--- src/rtl/time_indexed_log_directory_macros.svh ---
// ============================================================================
// Assertion macros for the time indexed log directory
// Shared shorthands for clocked assertions with a synchronous active-low reset.
// ============================================================================
`ifndef TIME_INDEXED_LOG_DIRECTORY_MACROS_SVH
`define TIME_INDEXED_LOG_DIRECTORY_MACROS_SVH

// The consequent must hold in the same cycle as the antecedent.
`define TLD_ASSERT_SAME(label, clk, rst_n, ante, cons, msg) \
    label: assert property (@(posedge clk) disable iff (!rst_n) (ante) |-> (cons)) \
        else $error(msg);

// The consequent must hold in the cycle after the antecedent.
`define TLD_ASSERT_NEXT(label, clk, rst_n, ante, cons, msg) \
    label: assert property (@(posedge clk) disable iff (!rst_n) (ante) |=> (cons)) \
        else $error(msg);

`endif

--- src/rtl/tld_pkg.sv ---
// ============================================================================
// tld_pkg
// Widths, codes and controller/datapath interface types of the log directory.
// ============================================================================
package tld_pkg;

    localparam int TC_W   = 64;
    localparam int POS_W  = 40;
    localparam int CNT_W  = 48;
    localparam int STEP_W = 32;
    localparam int REQ_W  = 2;
    localparam int STS_W  = 2;

    localparam int DIR_ENTRIES_DEF = 256;
    localparam int FRAME_BYTES_DEF = 64;

    localparam logic [POS_W-1:0] BASE_RESET = 40'd4096;

    // Request codes.
    localparam logic [REQ_W-1:0] REQ_APPEND = 2'd0;
    localparam logic [REQ_W-1:0] REQ_LOOKUP = 2'd1;
    localparam logic [REQ_W-1:0] REQ_SYNC   = 2'd2;

    // Result status codes.
    localparam logic [STS_W-1:0] ST_APPENDED = 2'd0;
    localparam logic [STS_W-1:0] ST_REJECTED = 2'd1;
    localparam logic [STS_W-1:0] ST_LOOKUP   = 2'd2;
    localparam logic [STS_W-1:0] ST_SYNCED   = 2'd3;

    typedef struct packed {
        logic load_item;
        logic do_append;
        logic do_sync;
        logic srch_init;
        logic srch_step;
        logic idx_zero;
        logic idx_clamp;
        logic walk_dec;
        logic rd_copy;
        logic pos_take;
        logic rem_step;
        logic cp_wr;
        logic cp_end;
        logic out_load;
        logic out_round;
    } t_cmd;

    typedef struct packed {
        logic [REQ_W-1:0] req;
        logic             out_free;
        logic             srch_trivial;
        logic             srch_stop;
        logic             idx_zero;
        logic             tc_lt_t;
        logic             pos_zero_more;
        logic             rem_done;
        logic             compact;
        logic             cp_last;
    } t_sts;

endpackage

--- src/rtl/tld_ctrl.sv ---
// ============================================================================
// tld_ctrl
// Controller: sequences append, lookup, sync and directory compaction.
// ============================================================================
`include "time_indexed_log_directory_macros.svh"

module tld_ctrl (
    input  logic          i_clk,
    input  logic          i_rst_n,
    input  logic          i_valid,
    output logic          o_stall,
    input  tld_pkg::t_sts i_sts,
    output tld_pkg::t_cmd o_cmd
);

    typedef enum logic [3:0] {
        S_IDLE, S_DECODE, S_RESP, S_S_RD, S_S_CMP, S_W_RD, S_W_CMP,
        S_POS, S_P_RD, S_P_CMP, S_RND, S_CP_RD, S_CP_WR
    } t_state;

    t_state r_state;
    t_state n_state;
    logic   in_acc;

    assign o_stall = !((r_state == S_IDLE) && i_sts.out_free);
    assign in_acc  = i_valid && !o_stall;

    always_comb begin
        o_cmd   = '0;
        n_state = r_state;
        case (r_state)
            S_IDLE: begin
                if (in_acc) begin
                    o_cmd.load_item = 1'b1;
                    n_state         = S_DECODE;
                end
            end
            S_DECODE: begin
                case (i_sts.req)
                    tld_pkg::REQ_APPEND: begin
                        o_cmd.do_append = 1'b1;
                        n_state         = S_RESP;
                    end
                    tld_pkg::REQ_LOOKUP: begin
                        if (i_sts.srch_trivial) begin
                            o_cmd.idx_zero = 1'b1;
                            n_state        = S_POS;
                        end else begin
                            o_cmd.srch_init = 1'b1;
                            n_state         = S_S_RD;
                        end
                    end
                    tld_pkg::REQ_SYNC: begin
                        o_cmd.do_sync = 1'b1;
                        n_state       = S_RESP;
                    end
                    default: begin
                        n_state = S_IDLE;
                    end
                endcase
            end
            S_RESP: begin
                o_cmd.out_load = 1'b1;
                n_state        = i_sts.compact ? S_CP_RD : S_IDLE;
            end
            S_S_RD: begin
                n_state = S_S_CMP;
            end
            S_S_CMP: begin
                o_cmd.srch_step = 1'b1;
                n_state         = i_sts.srch_stop ? S_W_RD : S_S_RD;
            end
            S_W_RD: begin
                n_state = i_sts.idx_zero ? S_POS : S_W_CMP;
            end
            S_W_CMP: begin
                if (i_sts.tc_lt_t) begin
                    o_cmd.walk_dec = 1'b1;
                    n_state        = S_W_RD;
                end else begin
                    n_state = S_POS;
                end
            end
            S_POS: begin
                o_cmd.idx_clamp = 1'b1;
                n_state         = S_P_RD;
            end
            S_P_RD: begin
                n_state = S_P_CMP;
            end
            S_P_CMP: begin
                if (i_sts.pos_zero_more) begin
                    o_cmd.walk_dec = 1'b1;
                    n_state        = S_P_RD;
                end else begin
                    o_cmd.pos_take = 1'b1;
                    n_state        = S_RND;
                end
            end
            S_RND: begin
                if (i_sts.rem_done) begin
                    o_cmd.out_load  = 1'b1;
                    o_cmd.out_round = 1'b1;
                    n_state         = S_IDLE;
                end else begin
                    o_cmd.rem_step = 1'b1;
                end
            end
            S_CP_RD: begin
                o_cmd.rd_copy = 1'b1;
                n_state       = S_CP_WR;
            end
            S_CP_WR: begin
                o_cmd.cp_wr = 1'b1;
                if (i_sts.cp_last) begin
                    o_cmd.cp_end = 1'b1;
                    n_state      = S_IDLE;
                end else begin
                    n_state = S_CP_RD;
                end
            end
            default: begin
                n_state = S_IDLE;
            end
        endcase
    end

    always_ff @(posedge i_clk) begin
        if (!i_rst_n) begin
            r_state <= S_IDLE;
        end else begin
            r_state <= n_state;
        end
    end

    `TLD_ASSERT_NEXT(a_accept_decodes, i_clk, i_rst_n, in_acc, r_state == S_DECODE,
        "accepted item not decoded in the next cycle")

endmodule
--- config.mk ---
export PLATFORM = sky130hd
export DESIGN_NAME = tld_ctrl
export DESIGN_NICKNAME = d
export VERILOG_FILES = /design/src/rtl/tld_pkg.sv /design/src/rtl/tld_ctrl.sv
export VERILOG_INCLUDE_DIRS = /design/src /design/src/rtl
export SDC_FILE = /design/constraint.sdc
export NUM_CORES = 1
export LEC_CHECK = 0
export ABC_AREA = 1
export BUFFER_PORTS_ARGS = -buffer_cell sky130_fd_sc_hd__buf_2
export CORE_AREA = 3 3 40 42
export DETAILED_ROUTE_END_ITERATION = 8
export DIE_AREA = 0 0 43 45
export PLACE_DENSITY = 0.7
export SYNTH_ARGS = -nofsm -noshare
export SYNTH_HDL_FRONTEND = slang
export SYNTH_SLANG_ARGS = --single-unit
--- constraint.sdc ---
create_clock -name i_clk -period 2.4 [get_ports i_clk]
set_clock_uncertainty 0.2 [all_clocks]
set_input_delay 0.48 -clock i_clk [delete_from_list [all_inputs] [get_ports i_clk]]
set_output_delay 0.48 -clock i_clk [all_outputs]
set_load 0.01 [all_outputs]
* After elaboration in Yosys (flattened, before gate mapping)
Index checks and enable logic that the tools add are counted.
** Word-level totals
- Register bits :: 4
- Bits of input ports :: 14
- Output and inout port bits :: 16
- Word-level logic and storage cells :: 60
** Cells by class
- Equal/unequal tests :: 16
- Mux-type cells :: 36
- Reductions and logical operators :: 7
** Operators by type and width (number)
- $pmux W4 S13 :: 1
- $mux W1 :: 21
- $eq A4 B4 Y1 const B :: 5
- $eq A4 B3 Y1 const B :: 4
- $mux W4 :: 4
- $mux W3 :: 3
- $eq A4 B2 Y1 const B :: 2
- $mux W2 :: 4
- $pmux W4 S2 :: 1
- $eq A4 B1 Y1 const B :: 1
- $logic_not A4 Y1 :: 1
- $ne A2 B2 Y1 const B :: 2
- $pmux W1 S2 :: 2
- $eq A2 B1 Y1 const B :: 1
- $eq A2 B2 Y1 const B :: 1
- $logic_and A1 B1 Y1 :: 2
- $logic_not A2 Y1 :: 1
- $reduce_and A2 Y1 :: 1
- $reduce_or A2 Y1 :: 1
- $logic_not A1 Y1 :: 1

* Logic depth before layout (Yosys ltp)
- Depth after elaboration :: 5
- Gate-level depth with buffers :: 9
- Gate-level depth less buffers :: 9

* Least setup slack after synthesis
OpenSTA, ideal clock, no wires.
- Kind :: register -> output
- Start :: register r_state[2]
- End :: output port o_cmd[7] in the netlist's numbering
- Data arrival time :: 0.998 ns
- Required time :: 1.720 ns
- Path slack :: 0.722 ns
- Cell stages (with the launch flop) :: 5
- Buffers on the path :: 0
- Cell sequence :: dfxtp_1 -> inv_1 -> nor2_4 -> nand2_1 -> o21ai_0
** RTL lines
- from (decl) :: line tld_ctrl.sv:21 : t_state r_state;
- from (signal assigned) :: line tld_ctrl.sv:132 : r_state <= n_state;
- to (decl) :: line tld_ctrl.sv:13 : output tld_pkg::t_cmd o_cmd

==> summary.txt <==
Filler Cell Count - 144
drt total wl - 1310 µm
Psw - 0.228 mW
Worst-path clk slew - 0.04 ns
Final TNS setup - 0 ns
share of cells above drive strength 1 - 0.349
Fmax - 495 MHz
Synth Warn # - 0
WHS - 0.248 ns
GPL Wtd Cong - 0.797
Finished Cell Area - 681 µm²
antenna violation net count after detailed routing - 0
Reg power frac - 0.241
Antenna Cells - 0
# DRC - 0
count leader, synth - nand2_1
# rows - 13
All-Layer GR Usage - 0.153
vias in the first global route - 584
fin crit period - 2.02 ns
clock power share - 0.185
Worst path max stage delay - 0.36 ns
Max Root-Sink Buffers - 2
post-cts hold buffer count - 0
Setup Buffers After CTS - 0
EDFF count, synth - 0
crit end category - output port
VDD IR-drop max - 370 µV
CP Launch Type - flip-flop
dpl cell area - 658 µm²
Root Driver - clkbuf_4
unrepaired setup endpoints after global routing - false
pwr dens - 674 mW/mm²
CP cell instances - nor2_2 > nand2_2 > inv_1 > nand3_1 > inv_1 > buf_2
flop2flop setup slack - 0.95 ns
Final Hold Vio Count - 0
Buffers on Ports - 29
Worst-Margin Slew - 0.376 ns
Worst Min Path Start - i_rst_n
status - complete, no violations
P_leak - 0.477 nW
Max Cap Viol - 0
Crit. Startpoint - r_state[2]$_SDFFE_PN0P_
Worst Path Max Fanout - 7
global-route wire length before repair - 2290 µm
r2r worst-path depth - 7
wire per inst - 9.27 µm
critical path's top delay family - simple AND/OR/NAND/NOR gates
Async SR Flop Fraction - 0
Comb power frac - 0.574
worst hold-check path type - input port to flip-flop
Hold Path Stages - 3
relative slew slack - 0.749
clock sinks - 4
fin crit share - 0.841
total power - 0.458 mW
Internal - 0.230 mW
Area Growth Syn to Fin - 37.7%
cells taking the most area after synthesis - nand2_1 19%, dfxtp_1 16%, inv_1 14%
Worst Path Required - 1.72 ns
max FFs per register - 4
cell accounting for the most synthesized area - nand2_1
worst-skew pair later-pin latency - 0.24 ns
CP max-delay cell - dfxtp_1
Initial Utilization - 0.385
I/O pin count - 30
largest net degree at the start of global routing - 8
Critical Path Most Common Cell - inv_1
CP bufs+invs - 3
Synth top cells by count - 25 x nand2_1, 19 x inv_1, 16 x nor2_1, 10 x nand3_1, 5 x nor2_4
Core Area - 0.00128 mm²
H-tree levels - 1
dpl hpwl - 1110 µm
Regs by FF count - r_state x4
routed via count - 632
reg2reg start - r_state[0]$_SDFFE_PN0P_
reg2reg end - r_state[0]$_SDFFE_PN0P_
register area share after synthesis - 0.162
# setup viols final - 0
CP Class - flip-flop to output port
synthesized cell area - 494 µm²
Synth Flop Type - dfxtp_1
routed vias/inst - 4.48
switch share - 0.498
cells after synthesis - 94
total CTS buffers - 3
initial DRC count - 9
largest reg by FF count - r_state
CTS tree - yes
Die H - 45 µm
die width - 43 µm
Worst EP arrival - 1.34 ns
top-area cell type share of the netlist area - 0.190
Avg Inst Size Synth - 5.26 µm²
final slew viol count - 0
layout net count - 142
Post-Syn Nets - 108
post_cts resized - 0
grt ovf - 0
Hold Path End - r_state[1]$_SDFFE_PN0P_
initial antenna violation count - 0
synth unique cells - 14
Yosys reg bits - 4
DR pass1 iterations - 4
Die Area - 0.00194 mm²
-- logic make-up after synthesis --
logic type | synth area share
buf+inv | 0.167
compound gates | 0.0532
flops | 0.162
simple gates | 0.618
-- how the worst max path moves through the flow --
stage          cells past startpoint         to  slack (ns)
3_5_place_dp                       6   o_cmd[9]        0.62
6_report                           6   o_cmd[9]        0.38
5_1_grt                            7   o_cmd[9]        0.24
2_1_floorplan                      4   o_cmd[7]        0.72
3_3_place_gp                       4  o_cmd[14]        0.65
4_1_cts                            6   o_cmd[9]        0.36
-- final cells by class --
type	instances	area, µm²	share of cell area
multi-input cells	68	332	0.487
repair buffers	29	145	0.213
inverters	22	82.6	0.121
flip-flops and latches	4	80.1	0.118
clock buffers	3	22.5	0.0331
well taps	15	18.8	0.0276
-- cells in the final DEF, fill, tap and decap left out, types with 2 or more instances in the layout --
cell	synthesis	final
a21oi_1	2	2
buf_2	0	29
clkbuf_4	0	3
dfxtp_1	4	4
inv_1	19	19
inv_2	3	3
nand2_1	25	25
nand2_2	2	2
nand3_1	10	10
nor2_1	16	16
nor2_4	5	5
nor3_1	3	3
o21ai_0	2	2
-- tightest hold or removal path: cells and delay by family --
kind          cells  cell delay, ns
buf+inv           2            0.13
simple gates      1            0.05
-- stage by stage --
| step | cells | worst slack (ns) | utilization |
|---|---|---|---|
| floorplan | 94 | 0.722 | - |
| global placement | 138 | 0.645 | 0.512 |
| detailed placement | 138 | 0.621 | 0.512 |
| CTS | 141 | 0.364 | 0.530 |
| global route | 141 | 0.244 | 0.530 |
| finish | 141 | 0.381 | 0.530 |
-- routing by layer --
metal  GRT usage  up-vias  wire (µm)
li1            -      348          -
met1       0.183      254        530
met2       0.269       30        667
met3      0.0598        0        109
met4      0.0181        0          0
met5           0        -          0
-- power by group through the flow --
| stage | Sequential, mW | Combinational, mW | Clock [mW] |
|---|---|---|---|
| floorplan | 0.108 | 0.194 | 0 |
| global placement | 0.111 | 0.263 | 0 |
| detailed placement | 0.111 | 0.265 | 0 |
| CTS | 0.110 | 0.266 | 0.0883 |
| global route | 0.114 | 0.298 | 0.0965 |
| finish | 0.111 | 0.263 | 0.0847 |
Power figures use the tool's default switching activity.
